$ cat config.mk
export PLATFORM = sky130hd
export DESIGN_NAME = tsd_front
export DESIGN_NICKNAME = d
export VERILOG_FILES = /design/src/rtl/core/tsd_pkg.sv /design/src/rtl/core/tsd_front.sv
export SDC_FILE = /design/constraint.sdc
export NUM_CORES = 1
export LEC_CHECK = 0
export ABC_AREA = 1
export BUFFER_PORTS_ARGS = -buffer_cell sky130_fd_sc_hd__buf_2
export CAP_MARGIN = 20
export CELL_PAD_IN_SITES_DETAIL_PLACEMENT = 1
export CELL_PAD_IN_SITES_GLOBAL_PLACEMENT = 1
export CORE_AREA = 5 5 147 149
export CTS_BUF_LIST = sky130_fd_sc_hd__clkbuf_8 sky130_fd_sc_hd__clkbuf_16
export CTS_CLUSTER_SIZE = 24
export DETAILED_ROUTE_END_ITERATION = 7
export DIE_AREA = 0 0 152 154
export GPL_ROUTABILITY_DRIVEN = 0
export PLACE_DENSITY = 0.71
export SLEW_MARGIN = 20
export SYNTH_ARGS = -nofsm -noshare
export SYNTH_HDL_FRONTEND = slang
export SYNTH_SLANG_ARGS = --single-unit
$ cat constraint.sdc
create_clock -name clk -period 7.36 [get_ports clk]
set_clock_uncertainty 0.05 [all_clocks]
set_input_delay 1.472 -clock clk [delete_from_list [all_inputs] [get_ports clk]]
set_output_delay 1.472 -clock clk [all_outputs]
set_load 0.02 [all_outputs]
$ cat src/rtl/core/tsd_pkg.sv
// shared types and constants for the textured span draw core
`default_nettype none
package tsd_pkg;

    localparam int SCREEN_WIDTH_DEF = 320;
    localparam int LIGHT_MAPS_DEF   = 64;
    localparam int FLAT_SIDE        = 64;
    localparam int FLAT_AW          = 12;
    localparam int FRAC_BITS        = 16;
    localparam int TEX_BITS         = 6;
    localparam int MAP_ENTRIES      = 256;
    localparam int PX_W             = 10;
    localparam int OFF_W            = 16;
    localparam int QUEUE_DEPTH      = 4;

    localparam logic [1:0] FUNC_DRAW      = 2'd0;
    localparam logic [1:0] FUNC_LOAD_FLAT = 2'd1;
    localparam logic [1:0] FUNC_LOAD_MAP  = 2'd2;

    localparam logic CFG_WINDOW_LEFT = 1'b0;
    localparam logic CFG_WINDOW_TOP  = 1'b1;

    typedef enum logic [1:0] {
        CMD_DRAW      = 2'd0,
        CMD_LOAD_FLAT = 2'd1,
        CMD_LOAD_MAP  = 2'd2
    } cmd_kind_t;

    typedef struct packed {
        logic [1:0]         func;
        logic [7:0]         row;
        logic [8:0]         col_first;
        logic [8:0]         col_last;
        logic signed [31:0] u_start;
        logic signed [31:0] v_start;
        logic signed [31:0] u_step;
        logic signed [31:0] v_step;
        logic [5:0]         light_map;
        logic               low_detail;
        logic [11:0]        table_index;
        logic [7:0]         table_byte;
    } item_t;

    typedef struct packed {
        logic [12:0] word_address;
        logic [63:0] pixels;
        logic [7:0]  byte_enable;
        logic        last;
    } result_t;

    typedef struct packed {
        cmd_kind_t        kind;
        logic [OFF_W-1:0] off0;
        logic [PX_W-1:0]  count;
        logic             low;
        logic [5:0]       map;
        logic             map_ok;
        logic [31:0]      u;
        logic [31:0]      v;
        logic [31:0]      du;
        logic [31:0]      dv;
        logic [11:0]      table_index;
        logic [7:0]       table_byte;
    } cmd_t;

    typedef struct packed {
        logic full;
        logic empty;
    } queue_status_t;

endpackage
`default_nettype wire

$ cat src/rtl/core/tsd_front.sv
// front end: window registers, item decode and span setup
`default_nettype none
module tsd_front #(
    parameter int SCREEN_WIDTH = tsd_pkg::SCREEN_WIDTH_DEF,
    parameter int LIGHT_MAPS   = tsd_pkg::LIGHT_MAPS_DEF
) (
    input  wire                    clk,
    input  wire                    rst_n,
    input  wire                    cfg_valid,
    input  wire                    cfg_index,
    input  wire [8:0]              cfg_data,
    input  wire                    item_valid,
    input  tsd_pkg::item_t         item,
    output logic                   item_stall,
    input  tsd_pkg::queue_status_t qstat,
    output logic                   push,
    output tsd_pkg::cmd_t          cmd
);

    localparam logic [tsd_pkg::PX_W-1:0] SW_LAST = tsd_pkg::PX_W'(SCREEN_WIDTH - 1);

    logic [8:0] win_left_reg;
    logic [7:0] win_top_reg;

    logic [tsd_pkg::PX_W-1:0]  px0;
    logic [tsd_pkg::PX_W-1:0]  px1;
    logic [tsd_pkg::PX_W-1:0]  px1_clamped;
    logic [8:0]                row_sum;
    logic [tsd_pkg::OFF_W-1:0] base;
    logic                      map_ok;
    logic                      keep;

    always_ff @(posedge clk or negedge rst_n)
    begin
        if (!rst_n)
        begin
            win_left_reg <= 9'd0;
            win_top_reg  <= 8'd0;
        end
        else if (cfg_valid)
        begin
            unique case (cfg_index)
                tsd_pkg::CFG_WINDOW_LEFT: win_left_reg <= cfg_data;
                tsd_pkg::CFG_WINDOW_TOP:  win_top_reg  <= cfg_data[7:0];
                default:                  win_left_reg <= win_left_reg;
            endcase
        end
    end

    always_comb
    begin
        px0 = item.low_detail ? {item.col_first, 1'b0} : {1'b0, item.col_first};
        px1 = item.low_detail ? {item.col_last, 1'b1} : {1'b0, item.col_last};
        px1_clamped = (px1 > SW_LAST) ? SW_LAST : px1;
        row_sum = {1'b0, win_top_reg} + {1'b0, item.row};
        // offsets only matter modulo the word address range, 16 bits carries it
        base = tsd_pkg::OFF_W'(32'(row_sum) * 32'(SCREEN_WIDTH))
             + tsd_pkg::OFF_W'(win_left_reg);
        map_ok = (32'(item.light_map) < 32'(LIGHT_MAPS));

        cmd.kind        = tsd_pkg::CMD_DRAW;
        cmd.off0        = base + tsd_pkg::OFF_W'(px0);
        cmd.count       = px1_clamped - px0;
        cmd.low         = item.low_detail;
        cmd.map         = item.light_map;
        cmd.map_ok      = map_ok;
        cmd.u           = item.u_start;
        cmd.v           = item.v_start;
        cmd.du          = item.u_step;
        cmd.dv          = item.v_step;
        cmd.table_index = item.table_index;
        cmd.table_byte  = item.table_byte;

        unique case (item.func)
            tsd_pkg::FUNC_DRAW:
            begin
                keep = (item.col_last >= item.col_first) && (px0 <= SW_LAST);
            end
            tsd_pkg::FUNC_LOAD_FLAT:
            begin
                keep     = 1'b1;
                cmd.kind = tsd_pkg::CMD_LOAD_FLAT;
            end
            tsd_pkg::FUNC_LOAD_MAP:
            begin
                keep     = map_ok;
                cmd.kind = tsd_pkg::CMD_LOAD_MAP;
            end
            default:
            begin
                keep = 1'b0;
            end
        endcase
    end

    assign item_stall = qstat.full;
    assign push       = item_valid && !qstat.full && keep;

endmodule
`default_nettype wire

==> results.toml <==
[run_status]
status = "complete, no violations"

[synthesis]
synth_edf_count = 0
synth.yosys.seq_area_share = 0.0993
synthDistinctLibCells = 35
syn_avg_cell_area_sq_um = 7.03
synthesis.area_sq_um = 4280
netlist_top_cells_area = "buf_4 (28%), ha_1 (18%), nand2_1 (10%)"
synthArstFlopShare = 1.00
syn_inst = 609
synth.ff_latch_count = 17
yosysWarnings = 0
yosys_most_used_dff = "dfrtp_1"
synth.largest_area_cell = "buf_4"
synth_top_area_share = 0.279
syn_nets = 875

[sta]
worstMarginPinSlew_ns = 0.794
holdWs_ns = 0.442
period_share = 0.849
max_slew_margin = 0.465
slew_violations = 0
hold_viol = 0
rsz0062_at_grt = "no"
fmax_mhz = 160
fin_crit_ns = 6.25
setup_tns_ns = 0
setup_viol = 0

[run]
drv_cap = 0

[critical_path]
crit_arrival_ns = 4.73
end_kind = "primary output"
criticalPathCategory = "input port to primary output"
reg2reg_slack_ns = 6.60
r2r-end = "win_top_reg[1]$_DFFE_PN0P_"
cp-start-kind = "input port"
crit_required_ns = 5.84
worstRegToRegCells = 2
critPathMaxFanout = 4
r2r-start = "win_top_reg[1]$_DFFE_PN0P_"

[floorplan]
design.core.area_sq_um = 20000
initial_core_util = 0.214
die_w_um = 152
boundaryPins = 385
fp.dieH_um = 154
row_count = 52
dieArea_sq_um = 23400

[drt]
drt-wirelength-per-cell_um = 13.1
drtAntennaViolNets = 0
wl_um = 10400
drt_first_pass_iters = 4
vias = 3245
post_drt_via_cell_ratio = 4.08
drtIter0Drc = 98
drc_errors = 0

[grt]
grt_max_degree = 30
grt_overflow = 0
grt_pass1_wl_um = 16500
grt_usage = 0.0841
grt_pass1_vias = 3407
antenna_found_initial = 3

[worst_hold_path]
hold_start = "win_top_reg[0]$_DFFE_PN0P_"
hold_class = "flop to flop"
hold_depth = 2
whs_endpoint = "win_top_reg[0]$_DFFE_PN0P_"

[final_layout]
drive_gt1_frac = 0.206
layout_common_cells = "nand2_1 (114), inv_1 (76), buf_2 (74)"
fin_cells = 795
final_common_cell = "nand2_1"
largest_register_ffs = 9
antennaDiodeCount = 0
finish.utilization = 0.193
syn2layout_area_growth_pct = -9.79
nNetsFinal = 792

[pwr]
vdd_drop_max_v = 0.000104
seq_power_share = 0.086
switching_share = 0.577
p_per_area_nw_per_um2 = 343
power_uw = 1320
pwr-share-clk = 0.080
power_frac_comb = 0.834
power_switching_uw = 764
leakage_uw = 0.00214
internal_power_uw = 560

[clock_network]
numClockSinks = 17
hold_buffers = 0
clk_pin_slew_ns = 0.05
cts_inserted_buffers = 3
cts_resized = 0
clock_latency_ns = 0.24
cts_tree = "yes"
cts-root-buf = "clkbuf_16"
htreeDepth = 1
clock_path_buffers = 2
post_cts_buffers = 0

[placed_design]
io_buffers = 74
dp_cells = 791
post-dp-hpwl_um = 9360
## routing by layer
layer	track usage	vias up	routed length, um
met2	0.141	92	4730
met1	0.0911	1457	4140
met3	0.0292	76	881
met5	0	-	26
met4	0.0531	6	646
li1	-	1614	-
## cell families (layout without fill, tap and decap cells)
group / Yosys count / after routing / synth area share
fa+ha+maj: 67 / 67 / 0.208
buf+inv: 243 / 159 / 0.353
flops: 17 / 17 / 0.0993
other cells: 1 / 1 / 0.000876
simple gates: 186 / 186 / 0.195
compound gates: 73 / 73 / 0.0985
xor+xnor: 22 / 22 / 0.0450
## worst max-delay path, stage by stage
cell and delay [ns]:
buf_2 0.11, ha_1 0.32, or2_1 0.27, nand2_1 0.11
xnor2_1 0.16, ha_1 0.28, ha_1 0.24, fa_1 0.45
ha_1 0.37, nand2_1 0.09, nor2_1 0.15, nand3_1 0.11
nand3_2 0.14, nand2_1 0.08, nor2_2 0.08, nand3_1 0.08
nand2_1 0.06, buf_2 0.16
## power by group through the flow
stage	combinational, uW	sequential (uW)	clock (uW)
floorplan	924	112	0
global placement	1110	115	0
detailed placement	1130	116	0
CTS	1130	114	108
global route	1260	115	113
finish	1100	114	105
## per-stage QoR
stage,cell area [sq um],setup WS [ns]
2_1_floorplan,4280,1.45
3_3_place_gp,3780,1.11
3_5_place_dp,3780,1.07
4_1_cts,3860,1.06
5_1_grt,3860,0.875
6_report,3860,1.11
## cell type report
cell class                 instances  area, sq um
timing repair buffer              74          370
clock buffer                       3         75.1
tap                              270          338
multi-input combinational        349         2340
clock inverter                     1         3.75
sequential                        17          425
inverter                          81          307
fill                            2536        16200
## cell usage after synthesis (6+ instances only)
master	number
nor2_1	14
nand4_1	7
inv_1	75
nand2_1	114
dfrtp_1	17
o21ai_0	27
fa_1	7
buf_4	159
nand3_1	25
nand3_2	6
nand2_2	9
ha_1	60
a21oi_1	23
xnor2_1	7
xor2_1	15
## worst max path at each step
stage / start / endpoint / slack, ns / depth (start not counted)
after floorplan: item[173] / cmd[179] / 1.45 / 14
after global placement: item[173] / cmd[178] / 1.11 / 16
after detailed placement: item[175] / cmd[181] / 1.07 / 18
after CTS: item[175] / cmd[181] / 1.06 / 18
after global routing: item[173] / cmd[181] / 0.88 / 19
final: item[175] / cmd[181] / 1.11 / 18
Power figures use the tool's default switching activity.
