File: src/rtl/core/tsd_pkg.sv
// shared types and constants for the textured span draw core
`default_nettype none
package tsd_pkg;

    localparam int SCREEN_WIDTH_DEF = 320;
    localparam int LIGHT_MAPS_DEF   = 64;
    localparam int FLAT_SIDE        = 64;
    localparam int FLAT_AW          = 12;
    localparam int FRAC_BITS        = 16;
    localparam int TEX_BITS         = 6;
    localparam int MAP_ENTRIES      = 256;
    localparam int PX_W             = 10;
    localparam int OFF_W            = 16;
    localparam int QUEUE_DEPTH      = 4;

    localparam logic [1:0] FUNC_DRAW      = 2'd0;
    localparam logic [1:0] FUNC_LOAD_FLAT = 2'd1;
    localparam logic [1:0] FUNC_LOAD_MAP  = 2'd2;

    localparam logic CFG_WINDOW_LEFT = 1'b0;
    localparam logic CFG_WINDOW_TOP  = 1'b1;

    typedef enum logic [1:0] {
        CMD_DRAW      = 2'd0,
        CMD_LOAD_FLAT = 2'd1,
        CMD_LOAD_MAP  = 2'd2
    } cmd_kind_t;

    typedef struct packed {
        logic [1:0]         func;
        logic [7:0]         row;
        logic [8:0]         col_first;
        logic [8:0]         col_last;
        logic signed [31:0] u_start;
        logic signed [31:0] v_start;
        logic signed [31:0] u_step;
        logic signed [31:0] v_step;
        logic [5:0]         light_map;
        logic               low_detail;
        logic [11:0]        table_index;
        logic [7:0]         table_byte;
    } item_t;

    typedef struct packed {
        logic [12:0] word_address;
        logic [63:0] pixels;
        logic [7:0]  byte_enable;
        logic        last;
    } result_t;

    typedef struct packed {
        cmd_kind_t        kind;
        logic [OFF_W-1:0] off0;
        logic [PX_W-1:0]  count;
        logic             low;
        logic [5:0]       map;
        logic             map_ok;
        logic [31:0]      u;
        logic [31:0]      v;
        logic [31:0]      du;
        logic [31:0]      dv;
        logic [11:0]      table_index;
        logic [7:0]       table_byte;
    } cmd_t;

    typedef struct packed {
        logic full;
        logic empty;
    } queue_status_t;

endpackage
`default_nettype wire

File: src/rtl/core/tsd_queue.sv
// short command queue between front end and span engine
`default_nettype none
module tsd_queue (
    input  wire                    clk,
    input  wire                    rst_n,
    input  wire                    push,
    input  tsd_pkg::cmd_t          push_cmd,
    input  wire                    pop,
    output tsd_pkg::cmd_t          head,
    output tsd_pkg::queue_status_t qstat
);

    localparam int PTR_W = $clog2(tsd_pkg::QUEUE_DEPTH);
    localparam int CNT_W = $clog2(tsd_pkg::QUEUE_DEPTH + 1);

    tsd_pkg::cmd_t    entry_reg [tsd_pkg::QUEUE_DEPTH];
    logic [PTR_W-1:0] wr_ptr_reg;
    logic [PTR_W-1:0] rd_ptr_reg;
    logic [CNT_W-1:0] count_reg;
    logic [CNT_W-1:0] count_next;

    always_comb
    begin
        count_next = count_reg;
        if (push && !pop)
        begin
            count_next = count_reg + CNT_W'(1);
        end
        else if (pop && !push)
        begin
            count_next = count_reg - CNT_W'(1);
        end
    end

    always_ff @(posedge clk or negedge rst_n)
    begin
        if (!rst_n)
        begin
            wr_ptr_reg <= '0;
            rd_ptr_reg <= '0;
            count_reg  <= '0;
        end
        else
        begin
            count_reg <= count_next;
            if (push)
            begin
                wr_ptr_reg <= (32'(wr_ptr_reg) == tsd_pkg::QUEUE_DEPTH - 1) ? '0
                            : wr_ptr_reg + PTR_W'(1);
            end
            if (pop)
            begin
                rd_ptr_reg <= (32'(rd_ptr_reg) == tsd_pkg::QUEUE_DEPTH - 1) ? '0
                            : rd_ptr_reg + PTR_W'(1);
            end
        end
    end

    always_ff @(posedge clk)
    begin
        if (push)
        begin
            entry_reg[wr_ptr_reg] <= push_cmd;
        end
    end

    assign head        = entry_reg[rd_ptr_reg];
    assign qstat.full  = (32'(count_reg) == tsd_pkg::QUEUE_DEPTH);
    assign qstat.empty = (count_reg == '0);

endmodule
`default_nettype wire

File: config.mk
export PLATFORM = sky130hd
export DESIGN_NAME = tsd_queue
export DESIGN_NICKNAME = d
export VERILOG_FILES = /design/src/rtl/core/tsd_pkg.sv /design/src/rtl/core/tsd_queue.sv
export SDC_FILE = /design/constraint.sdc
export NUM_CORES = 1
export LEC_CHECK = 0
export ABC_AREA = 1
export BUFFER_PORTS_ARGS = -buffer_cell sky130_fd_sc_hd__buf_2
export CORE_ASPECT_RATIO = 1.2
export CORE_UTILIZATION = 30
export CTS_CLUSTER_DIAMETER = 50
export DETAILED_ROUTE_END_ITERATION = 8
export SLEW_MARGIN = 0
export SYNTH_ARGS = -nofsm -noshare
export SYNTH_HDL_FRONTEND = slang
export SYNTH_SLANG_ARGS = --single-unit
File: constraint.sdc
create_clock -name clk -period 10.4 [get_ports clk]
set_input_delay 1.04 -clock clk [delete_from_list [all_inputs] [get_ports clk]]
set_output_delay 1.04 -clock clk [all_outputs]
set_load 0.03 [all_outputs]
==> summary.md, run 1 <==
| Metric | Value |
|---|---|
| Commonest non-fill, non-tap cells in the layout | 736 x edfxtp_1, 567 x nand2_1, 375 x inv_1 |
| Met1 usage | approximately 14% |
| GRT Overall Usage | a little under an eighth |
| Die extent in x | ~290 um |
| Vias in the first global route | approximately 17000 |
| FP Rows | 126 |
| Drt drc | 0 |
| Worst Setup SP | rd_ptr_reg[0] |
| H-Tree Depth | 3 |
| Routability cong. | 0.713 |
| Syn nets | ~2400 |
| Endpoints failing setup | 0 |
| Sw Ratio | 38.3% |
| Avg Inst Size Synth | between 10 and 15 um2 |
| Max-slew violation count | 0 |
| Max reg flops | 736 |
| I/O pin total | 374 |
| P_int | 6.44 mW |
| Setup TNS Final | 0 ps |
| Largest net degree at the start of global routing | approximately 280 |
| Area growth from synthesis to layout | 18.2% |
| DP Worst Slack | between 6000 and 7000 ps |
| NumNets Final | 2748 |
| Cell Count Post-Placement | around 3700 |
| Routed wire length | 61.3 mm |
| Comb pwr share | roughly a third |
| Cells after synthesis | ~2200 |
| Worst Hold Class | input pin to async pin |
| Die height | between 300 and 400 um |
| Core area | approximately 98000 um2 |
| Reg2reg start | wr_ptr_reg[1] |
| Tightest Pin Transition | 1140 ps |
| Die area | between 100000 and 150000 um2 |
| Via density | roughly 4.4 |
| CTS root buffer | clkbuf_16 |
| Initial antenna violation count | 20 |
| Sequential share of power | between 30% and 40% |
| LEAKAGE | 13.9 nW |
| Syn. warnings | 0 |
| Final Critical Period | between 4000 and 5000 ps |
| Placed cell areas | about 32000 um2 |
| CTS sink count | about 740 |
| Clk_lat worst skew | 630 ps |
| R2r setup slk | ~7200 ps |
| Final worst slack | approximately 5900 ps |
| Final Non-Filler Cells | 3907 |
| # port buffers | ~370 |
| Maxcap violations | 0 |
| Peak Freq | roughly 220 MHz |
| Remaining antenna violation count | 0 |
| Layout cell share with drive strength beyond 1 | between 10% and 20% |
| Net Sw Power | around 4 mW |
| Synth Cell Area | between 20000 and 30000 um2 |
| CTS tree | built |
| Cell area power density | about 300 nW/um2 |
| Worst-path cell chain | inv_16 -> buf_4 -> nand2_1 -> o211ai_1 -> nand2_1 -> buf_2 |
| Final-layout fill cell count | 9442 |
| CP endpoint kind | output port |
| Slew headroom | a little under a quarter |
| Worst reg2reg path depth | 6 |
| Worst Setup Start Kind | register |
| Clock power share | 28.1% |
| Final hold viol count | 0 |
| CTS Hold Bufs | 0 |
| 1st-iter DRT viols | between 700 and 800 |
| Crit-path slowest cell | buf_4 |
| Flops & latches, synth | 743 |
| Reg-to-Reg End | entry_reg[1][59] |
| Grt peak-use layer | met2 |
| Vias | between 15000 and 20000 |
| Grt total ovfl | 0 |
| Sequential area share after synthesis | around 75% |
| Area of the multi-input gates | a little over 5000 um2 |
| Register Area | 22300 um2 |
| Setup Crit Path Kind | register to output port |
| Commonest non-fill, non-tap cell in the layout | edfxtp_1 |
| Peak VDD IR | 0.000312 V |
| Critical-path maximum fanout | roughly 280 |
| WL/cell | roughly 16 um |
| Pre-antenna DRT Iters | 5 |
| Post CTS Setup Buffer Count | 0 |
| Period Utilization, post-route | between 40% and 50% |
| GR Util met2 | between 20 and 25% |
| Most used cell along the critical path | nand2_1 |
| Resized cells post-CTS | 0 |
| Final Util | about 36% |
| CP required | between 9000 and 10000 ps |
| Clock transition at path regs | 60 ps |
| Num CTS Buffers | just over 80 |
| Crit path largest cell delay | roughly 900 ps |
| CTS Buffer Depth | 3 |
| Arrival @ worst endpoint | around 3500 ps |
| Synth unique cells | 20 |
| Clk_skew | ~24 ps |
| Dpl hpwl | roughly 35 mm |
| First-pass GRT wire length | 92.8 mm |
| Unrepaired setup endpoints after global routing | false |
| Grt met3 use | 4.39% |
| Outcome | finished clean |
| Design area | 35200 um2 |
| Initial cell density of the core | a little under a third |
-- area by class of cell --
cell class / count / area share (%)
flip-flops and latches: 743 / 63.3
multi-input cells: 953 / 14.3
clock buffers: 96 / 6.04
repair buffers: 391 / 5.72
well taps: 1280 / 4.55
inverters: 381 / 4.21
clock inverters: 56 / 1.87
diodes: 7 / 0.0497
-- power groups by stage --
stage	clock network, mW	registers, mW	logic (mW)
final	2.93	3.96	3.56
after global routing	3.11	4.00	3.91
after CTS	3.01	3.96	3.63
after detailed placement	0	4.02	3.62
after global placement	0	4.01	3.60
after floorplan	0	4.06	2.71
-- per-stage QoR --
stage                     hold WS [ps]  power, mW
after floorplan                    463       6.77
after global placement             482       7.61
after detailed placement           493       7.65
after CTS                          179       10.6
after global routing               191       11.0
final                              232       10.4
-- layer usage --
layer / wire length, um / share of wire [%]
met1: 24900 / 41
met2: 29500 / 48
met3: 5140 / 8.4
met4: 1570 / 2.6
met5: 161 / 0.26
-- how the worst max path moves through the flow --
stage          slack (ps)  cells after the start               end
3_5_place_dp         6440                      5  entry_reg[1][71]
4_1_cts              5880                      6          head[75]
5_1_grt              5590                      6          head[78]
2_1_floorplan        5240                      2   entry_reg[3][0]
3_3_place_gp         6430                      5  entry_reg[1][73]
6_report             5900                      6          head[75]
-- synthesized netlist by cell type, drive strengths merged --
cell type,instances,area share (%)
o211ai,368,9.3
xnor2,1,0.029
inv,381,4.8
o21ai,4,0.067
fa,1,0.067
buf,115,3.2
nand3,1,0.017
nor2,2,0.025
dfrtp,7,0.59
clkbuf,7,0.26
nand4,1,0.021
ha,6,0.25
nand2,567,7.1
nor3,2,0.034
edfxtp,736,74
-- kinds of logic after synthesis --
logic type / Yosys count / synth area share, %
fa+ha+maj: 7 / 0.319
flops: 743 / 74.8
buf+inv: 503 / 8.31
compound gates: 372 / 9.34
xor+xnor: 1 / 0.0294
simple gates: 573 / 7.24
-- worst max-delay path: cells and delay by family, from the launching register on --
kind                   cells  cell delay (ps)
AND/OR/NAND/NOR            2              210
AO/OA/AOI/OAI              1              140
flip-flops                 1              500
buffers and inverters      3             1710
Note: power is estimated with default switching activity, not from simulation.
==> inputs of run 2 (changes only) <==
Clock period 10.4 ns to 4.6 ns, I/O delays scaled along.
==> run 2 against run 1 <==
  * Setup slack lost 4600 ps
  * Global-route usage grew 0.25 points
  * Register-to-register slack lost 5200 ps
  * Clock power grew 110%
  * Sequential share of layout area shrank 1.3 points
  * Sequential power grew 130%
  * Combinational power grew 130%
  * Critical path type unchanged
  * Hold slack lost 180 ps
  * Utilization grew 0.76 points
  * Design area grew 2.1%
  * Largest cell class unchanged
  * Largest power group unchanged
  * First-iteration DRC count shrank 6.3%
  * Routed wire length grew 2.2%
==> summary.md, run 2 (synthesis results as in run 1) <==
| Metric | Value |
|---|---|
| Outcome | finished clean (unchanged) |
| H-Tree Depth | 3 (unchanged) |
| Period Utilization, post-route | 71.0% |
| CTS sink count | 743 (unchanged) |
| Area growth from synthesis to layout | 20.7% (was 18.2%) |
| Die area | 101000 um2 (unchanged) |
| Maxcap violations | 0 (unchanged) |
| Setup TNS Final | 0 ps (unchanged) |
| Overall Power | 23.5 mW (was 10.4 mW) |
| Via density | 4.39 (was 4.42) |
| Final Critical Period | 3260 ps |
| Layout cell share with drive strength beyond 1 | 19.8% (was 19.9%) |
| Initial cell density of the core | 30.3% (unchanged) |
| Pre-antenna DRT Iters | 4 (was 5) |
| Die height | 347 um (unchanged) |
| LEAKAGE | 14.2 nW (was 13.9 nW) |
| Grt total ovfl | 0 (unchanged) |
| Area of the multi-input gates | 5040 um2 (unchanged) |
| Clk_lat worst skew | 620 ps (was 630 ps) |
| CP required | 4140 ps (was 9360 ps) |
| Levels on crit path | 5 (was 6) |
| Placed cell areas | 32700 um2 (was 32400 um2) |
| WHS Path Cells | 1 |
| CP Buf/Inv Count | 3 (unchanged) |
| Tightest Pin Transition | 1140 ps (about the same) |
| Clk_skew | 22.8 ps (was 23.5 ps) |
| Vias | 17500 (was 17300) |
| Worst Setup Start Kind | register (unchanged) |
| Vias in the first global route | 17200 (was 16900) |
| Unrepaired setup endpoints after global routing | false (unchanged) |
| Cell area power density | 653 nW/um2 (was 296 nW/um2) |
| Arrival @ worst endpoint | 2800 ps (was 3460 ps) |
| WL/cell | 15.7 um (about the same) |
| Routed wire length | 62.7 mm (was 61.3 mm) |
| Drt drc | 0 (unchanged) |
| # port buffers | 373 (unchanged) |
| Crit-path leading delay family | buffers and inverters (unchanged) |
| Dpl hpwl | 36.8 mm (was 34.7 mm) |
| Worst reg2reg path depth | 6 (unchanged) |
| Peak VDD IR | 0.000434 V (was 0.000312 V) |
| Endpoints failing setup | 0 (unchanged) |
| Max-slew violation count | 0 (unchanged) |
| Initial antenna violation count | 18 (was 20) |
| First-pass GRT wire length | 94.9 mm (was 92.8 mm) |
| Die extent in x | 290 um (unchanged) |
| Peak Freq | ~300 MHz |
| CP endpoint kind | output port (unchanged) |
| CTS root buffer | clkbuf_16 (unchanged) |
| Min-delay src | push_cmd[77] |
| Largest net degree at the start of global routing | 234 (was 276) |
| Final-layout fill cell count | 9432 (was 9442) |
| Crit-path slowest cell | dfrtp_4 (was buf_4) |
| Setup Crit Path Kind | register to output port (unchanged) |
| Register Area | 22300 um2 (unchanged) |
| Reg-to-Reg End | entry_reg[1][74] (was entry_reg[1][59]) |
| NumNets Final | 2836 (was 2748) |
| Worst Hold Class | input pin to register (was input pin to async pin) |
| Slew headroom | 24.1% (was 23.7%) |
| Worst-path cell chain | inv_6 -> buf_12 -> o211ai_1 -> nand2_1 -> buf_2 (was inv_16 -> buf_4 -> nand2_1 -> o211ai_1 -> nand2_1 -> buf_2) |
| GRT Overall Usage | 12.2% (was 12.0%) |
| Resized cells post-CTS | 0 (unchanged) |
| Critical-path maximum fanout | 71 (was 275) |
| CTS Buffer Depth | 3 (unchanged) |
| Commonest non-fill, non-tap cell in the layout | edfxtp_1 (unchanged) |
| 1st-iter DRT viols | 698 (was 745) |
| R2r setup slk | 1970 ps (was 7150 ps) |
| Routability cong. | 0.714 (was 0.713) |
| FP Rows | 126 (unchanged) |
| Commonest non-fill, non-tap cells in the layout | 736 x edfxtp_1, 567 x nand2_1, 375 x inv_1 (unchanged) |
| Clock transition at path regs | 60 ps (about the same) |
| CTS tree | built (unchanged) |
| Remaining antenna violation count | 0 (unchanged) |
| Design area | 36000 um2 (was 35200 um2) |
| Reg2reg start | wr_ptr_reg[1] (unchanged) |
| Worst Hold Path EP | entry_reg[1][77] |
| Num CTS Buffers | 83 (unchanged) |
| Core area | 98400 um2 (unchanged) |
| Final hold viol count | 0 (unchanged) |
| Max reg flops | 736 (unchanged) |
| I/O pin total | 374 (unchanged) |
| Crit path largest cell delay | 650 ps (was 910 ps) |
-- run 2: per-stage QoR --
stage / hold WS, ps / setup slack, ps / std cells / util, %
after floorplan: 164 / 755 / 2199 / -
after global placement: 312 / 1910 / 3769 / 33.2
after detailed placement: 308 / 1900 / 3769 / 33.2
after CTS: 0.450 / 1230 / 3984 / 36.5
after global routing: 1.75 / 1100 / 3987 / 36.6
final: 56.3 / 1340 / 3991 / 36.6
-- run 2: final cells by class --
| cell class | instances | share of cell area (%) |
|---|---|---|
| inverters | 381 | 4.08 |
| flip-flops and latches | 743 | 61.9 |
| multi-input cells | 953 | 14.0 |
| repair buffers | 479 | 8.18 |
| clock buffers | 106 | 6.19 |
| well taps | 1280 | 4.45 |
| clock inverters | 42 | 1.08 |
| diodes | 7 | 0.0487 |
-- run 2: how the worst max path moves through the flow --
stage                        from                end  slack (ps)
finish              rd_ptr_reg[1]           head[95]        1340
global route        rd_ptr_reg[0]           head[33]        1100
CTS                 rd_ptr_reg[1]           head[95]        1230
detailed placement           push   entry_reg[1][74]        1900
global placement             push  entry_reg[3][101]        1910
floorplan           wr_ptr_reg[0]    entry_reg[0][0]         750
-- run 2: metal layers --
metal	vias up	GRT usage [%]	routed length, um
met5	-	0	182
met4	26	3.90	1460
li1	8611	-	-
met2	411	21.1	30500
met1	8338	13.7	25200
met3	141	4.59	5360
-- run 2: timing repair --
item,CTS,global route
hold buffers,67,0
setup buffers,0,0
endpoints found under the hold margin,257,0
-- run 2: report_power, final --
part,internal (mW),switching [mW],total [mW]
clock,3.67,2.60,6.27
combinational,2.14,6.14,8.28
sequential,8.67,0.273,8.94
total,14.5,9.01,23.5
